$ cat src/hw/rtl/drb_pkg.sv
// shared types and constants for the disc reveal bitmap core
// no dependencies
`timescale 1ns / 1ps

package drb_pkg;

  localparam logic [1:0] MODE_REVEAL = 2'd0;
  localparam logic [1:0] MODE_READ   = 2'd1;
  localparam logic [1:0] MODE_WRITE  = 2'd2;
  localparam logic [1:0] MODE_CLEAR  = 2'd3;

  localparam logic [1:0] REG_ORIGIN_X = 2'd0;
  localparam logic [1:0] REG_ORIGIN_Y = 2'd1;
  localparam logic [1:0] REG_CELL     = 2'd2;
  localparam logic [1:0] REG_RADIUS   = 2'd3;

  localparam logic [15:0] CELL_SIZE_RST = 16'd100;
  localparam logic [15:0] RADIUS_RST    = 16'd5;

  localparam int unsigned DivSteps = 33;

  typedef enum logic [1:0] {
    DSEL_RAD = 2'd0,
    DSEL_X   = 2'd1,
    DSEL_Y   = 2'd2
  } div_sel_e;

  typedef struct packed {
    logic [1:0]         mode;
    logic signed [31:0] world_x;
    logic signed [31:0] world_y;
    logic [14:0]        byte_index;
    logic [7:0]         write_byte;
  } item_t;

  typedef struct packed {
    logic [7:0]         read_byte;
    logic signed [31:0] center_x;
    logic signed [31:0] center_y;
  } result_t;

  typedef struct packed {
    logic     latch;
    logic     clr_step;
    logic     div_start;
    logic     div_store;
    div_sel_e div_sel;
    logic     loop_init;
    logic     cell_chk;
    logic     cell_rd;
    logic     cell_wr;
    logic     cell_next;
    logic     byte_rd;
    logic     byte_load;
    logic     byte_wr;
  } cmd_t;

  typedef struct packed {
    logic div_busy;
    logic hit;
    logic last;
    logic clr_last;
  } stat_t;

endpackage

$ cat src/hw/rtl/drb_ctrl.sv
// controller state machine sequencing clear, divide, disc walk and byte access
// depends on drb_pkg
`timescale 1ns / 1ps

module drb_ctrl (
  input  logic           clk_i,
  input  logic           rst_ni,
  input  logic           start,
  input  logic [1:0]     mode_i,
  input  drb_pkg::stat_t stat_i,
  output drb_pkg::cmd_t  cmd_o,
  output logic           busy,
  output logic           done_o
);

  typedef enum logic [11:0] {
    S_IDLE   = 12'b000000000001,
    S_INIT   = 12'b000000000010,
    S_CLR    = 12'b000000000100,
    S_DSTART = 12'b000000001000,
    S_DWAIT  = 12'b000000010000,
    S_CHK    = 12'b000000100000,
    S_RD     = 12'b000001000000,
    S_WR     = 12'b000010000000,
    S_RDB    = 12'b000100000000,
    S_RDW    = 12'b001000000000,
    S_WRB    = 12'b010000000000,
    S_FIN    = 12'b100000000000
  } state_e;

  state_e              state_q, state_d;
  drb_pkg::div_sel_e   sel_q, sel_d;

  always_ff @(posedge clk_i or negedge rst_ni) begin
    if (!rst_ni) begin
      state_q <= S_INIT;
      sel_q   <= drb_pkg::DSEL_RAD;
    end else begin
      state_q <= state_d;
      sel_q   <= sel_d;
    end
  end

  always_comb begin
    state_d = state_q;
    sel_d   = sel_q;
    cmd_o   = '0;
    cmd_o.div_sel = sel_q;
    unique case (state_q)
      S_IDLE: begin
        if (start) begin
          cmd_o.latch = 1'b1;
          sel_d = drb_pkg::DSEL_RAD;
          unique case (mode_i)
            drb_pkg::MODE_REVEAL: state_d = S_DSTART;
            drb_pkg::MODE_READ:   state_d = S_RDB;
            drb_pkg::MODE_WRITE:  state_d = S_WRB;
            default:              state_d = S_CLR;
          endcase
        end
      end
      S_INIT: begin
        cmd_o.clr_step = 1'b1;
        if (stat_i.clr_last) state_d = S_IDLE;
      end
      S_CLR: begin
        cmd_o.clr_step = 1'b1;
        if (stat_i.clr_last) state_d = S_FIN;
      end
      S_DSTART: begin
        cmd_o.div_start = 1'b1;
        state_d = S_DWAIT;
      end
      S_DWAIT: begin
        if (!stat_i.div_busy) begin
          cmd_o.div_store = 1'b1;
          unique case (sel_q)
            drb_pkg::DSEL_RAD: begin
              sel_d = drb_pkg::DSEL_X;
              state_d = S_DSTART;
            end
            drb_pkg::DSEL_X: begin
              sel_d = drb_pkg::DSEL_Y;
              state_d = S_DSTART;
            end
            default: begin
              cmd_o.loop_init = 1'b1;
              state_d = S_CHK;
            end
          endcase
        end
      end
      S_CHK: begin
        cmd_o.cell_chk = 1'b1;
        if (stat_i.hit) begin
          state_d = S_RD;
        end else begin
          cmd_o.cell_next = 1'b1;
          if (stat_i.last) state_d = S_FIN;
        end
      end
      S_RD: begin
        cmd_o.cell_rd = 1'b1;
        state_d = S_WR;
      end
      S_WR: begin
        cmd_o.cell_wr   = 1'b1;
        cmd_o.cell_next = 1'b1;
        state_d = stat_i.last ? S_FIN : S_CHK;
      end
      S_RDB: begin
        cmd_o.byte_rd = 1'b1;
        state_d = S_RDW;
      end
      S_RDW: begin
        cmd_o.byte_load = 1'b1;
        state_d = S_FIN;
      end
      S_WRB: begin
        cmd_o.byte_wr = 1'b1;
        state_d = S_FIN;
      end
      S_FIN: begin
        state_d = S_IDLE;
      end
      default: state_d = S_IDLE;
    endcase
  end

  assign busy   = state_q != S_IDLE;
  assign done_o = state_q == S_FIN;

endmodule

$ cat config.mk
export PLATFORM = sky130hd
export DESIGN_NAME = drb_ctrl
export DESIGN_NICKNAME = d
export VERILOG_FILES = /design/src/hw/rtl/drb_pkg.sv /design/src/hw/rtl/drb_ctrl.sv
export SDC_FILE = /design/constraint.sdc
export NUM_CORES = 1
export LEC_CHECK = 0
export BUFFER_PORTS_ARGS = -buffer_cell sky130_fd_sc_hd__buf_2
export CAP_MARGIN = 20
export CORE_MARGIN = 5
export CORE_UTILIZATION = 35
export CTS_BUF_LIST = sky130_fd_sc_hd__clkbuf_8
export CTS_CLUSTER_DIAMETER = 100
export DETAILED_ROUTE_END_ITERATION = 8
export PLACE_DENSITY = 0.58
export SYNTH_ARGS = -nofsm -noshare
export SYNTH_HDL_FRONTEND = slang
export SYNTH_SLANG_ARGS = --single-unit
export TNS_END_PERCENT = 10
$ cat constraint.sdc
create_clock -name clk_i -period 2 [get_ports clk_i]
set_input_delay 0.2 -clock clk_i [delete_from_list [all_inputs] [get_ports clk_i]]
set_output_delay 0.2 -clock clk_i [all_outputs]
set_load 0.005 [all_outputs]
==> metrics.md, run 1 <==
| Metric | Value |
|---|---|
| Antenna cells | `0` |
| NumNets Final | `159` |
| Critical path class | `reg -> out` |
| Worst skew pair latency | `0.24 ns` |
| Total CTS buffers | `3` |
| Slowest-stage cell, CP | `or4_4` |
| Hold Path Class | `in -> reg` |
| CORE AREA | `0.002710 mm2` |
| Layout area overhead | `40.05%` |
| Critical path data required time | `1.80 ns` |
| Sink Count | `14` |
| Leak Pwr | `0.6738 nW` |
| Status | `finished, violations left` |
| WL met1 | `~1200 um` |
| Pin count of the biggest net entering global routing | `15` |
| GRT Util Overall | `14.03%` |
| DR vias | `994` |
| Die span in x | `62.60 um` |
| Syn Nets | `120` |
| Starting Density | `35.73%` |
| CP max stage delay | `0.59 ns` |
| Placed Cells | `173` |
| Die height | `between 60 and 70 um` |
| PD cells | `1476 mW/mm2` |
| Post-route setup TNS | `-0.006902 ns` |
| Maximum clock path buffer count | `2` |
| Syn. warnings | `0` |
| RSZ-0062 raised after global routing | `true` |
| GPL Wtd Cong | `0.9175` |
| Library cells used by synthesis | `47` |
| Tcrit/Tclk final | `100.3%` |
| FMAX | `498.3 MHz` |
| Vias per cell | `~5.5` |
| FF+latch count, synth | `14` |
| Highest Signal Layer | `met4` |
| Synth area leader | `dfrtp_1` |
| Mapped Cells | `111` |
| Ys flop type | `dfrtp_1` |
| DRT Wirelength | `2679 um` |
| Hold slack | `between 0.15 and 0.2 ns` |
| Clock Skew | `0.001413 ns` |
| Final Instance Count excl. Fillers | `180` |
| Fraction of layout cells with a size suffix above 1 | `44.97%` |
| Post-route setup slack | `-0.006902 ns` |
| H-tree levels | `1` |
| Overflow after GRT | `0` |
| Top-area cell type share of the netlist area | `33.59%` |
| Slew HR | `between 60% and 70%` |
| Synth cell count leaders | `dfrtp_1, nor2_1, nor4_1` |
| CTS tree | `built` |
| Number of max-cap violations | `0` |
| Syn_area_per_cell | `8.725 um2` |
| Row cnt | `19` |
| Max Transition Viols Final | `0` |
| I/O Buffers | `24` |
| Root Driver | `clkbuf_8` |
| Crit start category | `flop` |
| Post-synth EDFFs | `0` |
| Placed Area | `0.001181 mm2` |
| Vias in the first global route | `968` |
| First-pass GRT wire length | `4540 um` |
| Failing checks | `negative setup slack` |
| Initial antenna violation count | `0` |
| Antenna viol nets, final | `0` |
| IO Pins | `25` |
| Pwr Total | `2.002 mW` |
| Worst-Margin Slew | `0.4972 ns` |
| HPWL after DPL | `2086 um` |
| Initial DRC count | `56` |
| Period minus WS final | `2.007 ns` |
| Worst EP arrival | `~1.8 ns` |
| Routed met3 length | `125 um` |
| Clock slew at reported path FFs | `about 0.06 ns` |
| Die area | `0.003919 mm2` |
| Crit-path cells | `or4_4 -> nor4_4 -> buf_4 -> buf_2` |
| Netlist Area Pre-Place | `968.4 um2` |
| Worst-path fanout max | `5` |
| Cell area after layout | `0.001356 mm2` |
| CP Capture Type | `output port` |
| Seq/Total Area, Yosys | `36.30%` |
| Synth area leaders | `dfrtp_1, nor2_1, nor4_1` |
| Final setup fails | `1` |
| Async set or reset register ratio after synthesis | `100.0%` |
| Drc violations | `0` |
| Wire per inst | `about 15 um` |
| Final hold vios | `0` |
| Met2 wire length | `1265 um` |
| Peak VDD IR | `approximately 1300 uV` |
| Drt pass-1 iters | `4` |
final cells by class:
cell class / count / area [um2]
fillers: 272 / 1354
clock buffers: 3 / 41.29
multi-input cells: 87 / 658.1
clock inverters: 1 / 3.754
repair buffers: 39 / 241.5
flip-flops and latches: 14 / 354.1
well taps: 31 / 38.79
inverters: 5 / 18.77
sequential cells by signal, summed over array words and instances (netlist names):
register	flops
sel_q	2
state_q	12
metal layers:
metal  up-vias  global-route usage [%]
li1        487                       -
met1       472                   19.16
met2        29                   22.02
met3         6                   2.518
met4         0                   5.040
met5         -                       0
critical path: cells and delay by family, from the launching register on:
kind	cells	cell delay [ns]
buffers and inverters	2	0.26
flip-flops	1	0.38
AND/OR/NAND/NOR	2	0.92
worst paths after layout:
| check | from | to | slack (ns) | cells after the start |
|---|---|---|---|---|
| max | state_q[0] | cmd_o[4] | -0.007 | 4 |
| min | mode_i[0] | state_q[10] | 0.16 | 2 |
| max reg2reg | state_q[8] | state_q[3] | 0.10 | 6 |
| min reg2reg | state_q[1] | state_q[1] | 0.54 | 1 |
| max in group asynchronous | rst_ni | state_q[1] | 1.34 | 2 |
| min in group asynchronous | rst_ni | state_q[5] | 0.38 | 2 |
metrics by stage:
stage          utilization [%]  setup slack, ns
6_report                 50.05        -0.006902
5_1_grt                  50.05         -0.04926
4_1_cts                  48.25         -0.01937
3_5_place_dp             43.58         0.005015
3_3_place_gp             43.58          0.03917
2_1_floorplan                -           0.1688
layout by cell type, fill, tap and decap left out, types with 3 or more instances in the layout:
| cell type | count |
|---|---|
| buf_2 | 23 |
| buf_4 | 14 |
| clkbuf_8 | 3 |
| dfrtp_1 | 11 |
| inv_1 | 5 |
| nand2_1 | 5 |
| nand3_1 | 4 |
| nor2_1 | 13 |
| nor3_1 | 4 |
| nor4_1 | 4 |
| o21ai_0 | 6 |
| xor2_1 | 4 |
repair_timing:
action                                 in CTS  in global routing
endpoints found under the hold margin      13                  0
cloned                                      0                  0
pin swaps                                   6                  5
hold buffers                                1                  0
resized for setup                          12                  9
setup endpoints to repair                   9                 18
buffers inserted                            1                  1
power breakdown:
group | internal, mW | switching (mW) | leakage, nW
clock | 0.136 | 0.100 | 0.0269
sequential | 0.340 | 0.0711 | 0.185
combinational | 0.666 | 0.688 | 0.462
total | 1.14 | 0.860 | 0.674
cells by family (layout without fill, tap and decap cells):
family	Yosys count	in the layout	share of synthesized area, %
XOR/XNOR	4	4	3.617
AO/OA/AOI/OAI	19	19	13.44
AND/OR/NAND/NOR	63	63	39.93
buffers and inverters	10	48	5.683
flip-flops	14	14	36.31
multiplexers	1	1	1.034
No activity file was read; power rests on OpenSTA's default activity.
==> run 2: changes to the inputs <==
--- a/config.mk
+++ b/config.mk
@@ -12,6 +12,7 @@
 export CTS_BUF_LIST = sky130_fd_sc_hd__clkbuf_8
 export CTS_CLUSTER_DIAMETER = 100
 export DETAILED_ROUTE_END_ITERATION = 8
+export MAX_ROUTING_LAYER = met4
 export PLACE_DENSITY = 0.58
 export SYNTH_ARGS = -nofsm -noshare
 export SYNTH_HDL_FRONTEND = slang
==> metrics.md, run 2 (same netlist as run 1, synthesis figures left out) <==
| Metric | Value |
|---|---|
| Critical path data required time | `1.80 ns (about the same)` |
| Post-route setup slack | `-0.006902 ns (+0.0000001100 ns)` |
| Vias in the first global route | `964 (-0.41%)` |
| Clock Skew | `0.001413 ns (unchanged)` |
| Final setup fails | `1 (unchanged)` |
| Antenna cells | `0 (unchanged)` |
| Antenna viol nets, final | `0 (unchanged)` |
| Worst skew pair latency | `0.24 ns (about the same)` |
| Overflow after GRT | `0 (unchanged)` |
| Worst-Margin Slew | `0.4972 ns (unchanged)` |
| Dpl ws | `0.005015 ns (unchanged)` |
| Pin count of the biggest net entering global routing | `15 (unchanged)` |
| Commonest non-fill, non-tap cell in the layout | `buf_2` |
| NumNets Final | `159 (unchanged)` |
| Clock slew at reported path FFs | `0.06 ns (about the same)` |
| Crit-path cells | `or4_4 -> nor4_4 -> buf_4 -> buf_2` |
| Fraction of layout cells with a size suffix above 1 | `44.97% (unchanged)` |
| Worst EP arrival | `1.81 ns (about the same)` |
| Crit-path leading delay family | `simple AND/OR/NAND/NOR gates` |
| Status | `finished, violations left` |
| Hold Path Class | `in -> reg` |
| Row cnt | `19 (unchanged)` |
| H-tree levels | `1 (unchanged)` |
| GPL Wtd Cong | `0.9335 (+1.7%)` |
| Initial antenna violation count | `0 (unchanged)` |
| FMAX | `498.3 MHz (unchanged)` |
| Total CTS buffers | `3 (unchanged)` |
| Drc violations | `0 (unchanged)` |
| Setup crit start | `state_q[0]` |
| Wire per inst | `14.89 um (about the same)` |
| DRT Wirelength | `2680 um (about the same)` |
| First-pass GRT wire length | `4554 um (+0.31%)` |
| Most frequent cells in the layout | `buf_2, buf_4, nor2_1` |
| CP max stage delay | `0.59 ns (about the same)` |
| Slew HR | `66.77% (unchanged)` |
| Vias per cell | `5.522 (unchanged)` |
| Slowest-stage cell, CP | `or4_4` |
| CTS tree | `built` |
| Die area | `0.003919 mm2 (unchanged)` |
| Starting Density | `35.73% (unchanged)` |
| Period minus WS final | `2.007 ns (-0.0000001100 ns)` |
| CORE AREA | `0.002710 mm2 (unchanged)` |
| Largest registers | `state_q (12), sel_q (2)` |
| CP Capture Type | `output port` |
| DR vias | `994 (unchanged)` |
| Die span in x | `62.60 um (unchanged)` |
| Worst R2R Start | `state_q[8]` |
| Post-route setup TNS | `-0.006902 ns (+0.0000001100 ns)` |
| Root Driver | `clkbuf_8` |
| Top reg by flops | `state_q` |
| Peak VDD IR | `1266 uV (about the same)` |
| Tcrit/Tclk final | `100.3% (about the same)` |
| Drt pass-1 iters | `4 (unchanged)` |
| Hold path startpoint | `mode_i[0]` |
| Max FFs per register | `12 (unchanged)` |
| Layout area overhead | `40.05% (unchanged)` |
| HPWL after DPL | `2086 um (unchanged)` |
| Critical path class | `reg -> out` |
| PD cells | `1476 mW/mm2 (about the same)` |
| Number of max-cap violations | `0 (unchanged)` |
| Crit path buf inv count | `2 (unchanged)` |
| Final hold vios | `0 (unchanged)` |
| Max Transition Viols Final | `0 (unchanged)` |
| Hold slack | `0.1621 ns (unchanged)` |
| Initial DRC count | `57 (+1.8%)` |
| RSZ-0062 raised after global routing | `true` |
| GRT Util Overall | `14.46% (+0.43 points)` |
| Failing checks | `negative setup slack` |
| Crit start category | `flop` |
| Leak Pwr | `0.6738 nW (unchanged)` |
| Worst-path fanout max | `5 (unchanged)` |
| Sink Count | `14 (unchanged)` |
| IO Pins | `25 (unchanged)` |
| Maximum clock path buffer count | `2 (unchanged)` |
| I/O Buffers | `24 (unchanged)` |
| Die height | `62.60 um (unchanged)` |
## run 2: layout make-up
type | instances | area [um2]
fillers | 272 | 1354
multi-input cells | 87 | 658.1
flip-flops and latches | 14 | 354.1
repair buffers | 39 | 241.5
clock buffers | 3 | 41.29
well taps | 31 | 38.79
inverters | 5 | 18.77
clock inverters | 1 | 3.754
## run 2: worst paths after layout
check | end | slack (ns) | cells past startpoint
hold reg to reg | state_q[1] | 0.54 | 1
max in group asynchronous | state_q[1] | 1.34 | 2
setup / recovery | cmd_o[4] | -0.007 | 4
hold / removal | state_q[10] | 0.16 | 2
setup reg to reg | state_q[3] | 0.10 | 6
min in group asynchronous | state_q[5] | 0.38 | 2
## run 2: worst reg2reg max path: cells and delay by family (launching register included)
family	cells	cell delay, ns
simple gates	4	1.09
compound gates	1	0.27
flops	1	0.42
buf+inv	1	0.05
## run 2: through the flow
stage	util [%]	power (mW)	area (um2)	std cells
finish	50.05	2.002	1356	180
floorplan	-	1.169	968.4	111
CTS	48.25	1.919	1308	179
global route	50.05	2.165	1356	180
global placement	43.58	1.520	1181	173
detailed placement	43.58	1.538	1181	173
## run 2: timing repair
action	4_1_cts	5_1_grt
endpoints found under the setup margin	9	18
setup buffers	1	1
resized for setup	12	9
hold endpoints to repair	13	0
pin swaps	6	5
hold buffers	1	0
## run 2: report_power, final
part	total [mW]	internal (mW)	switching, mW
Combinational	1.35	0.666	0.689
Sequential	0.411	0.340	0.0711
Clock	0.236	0.136	0.100
## run 2: per-layer routing
metal | GRT usage [%] | share of wire, % | up-vias
met3 | 2.158 | 4.3 | 6
li1 | - | - | 487
met5 | - | 0 | -
met1 | 19.49 | 47 | 472
met2 | 22.02 | 47 | 29
met4 | 5.040 | 1.6 | 0
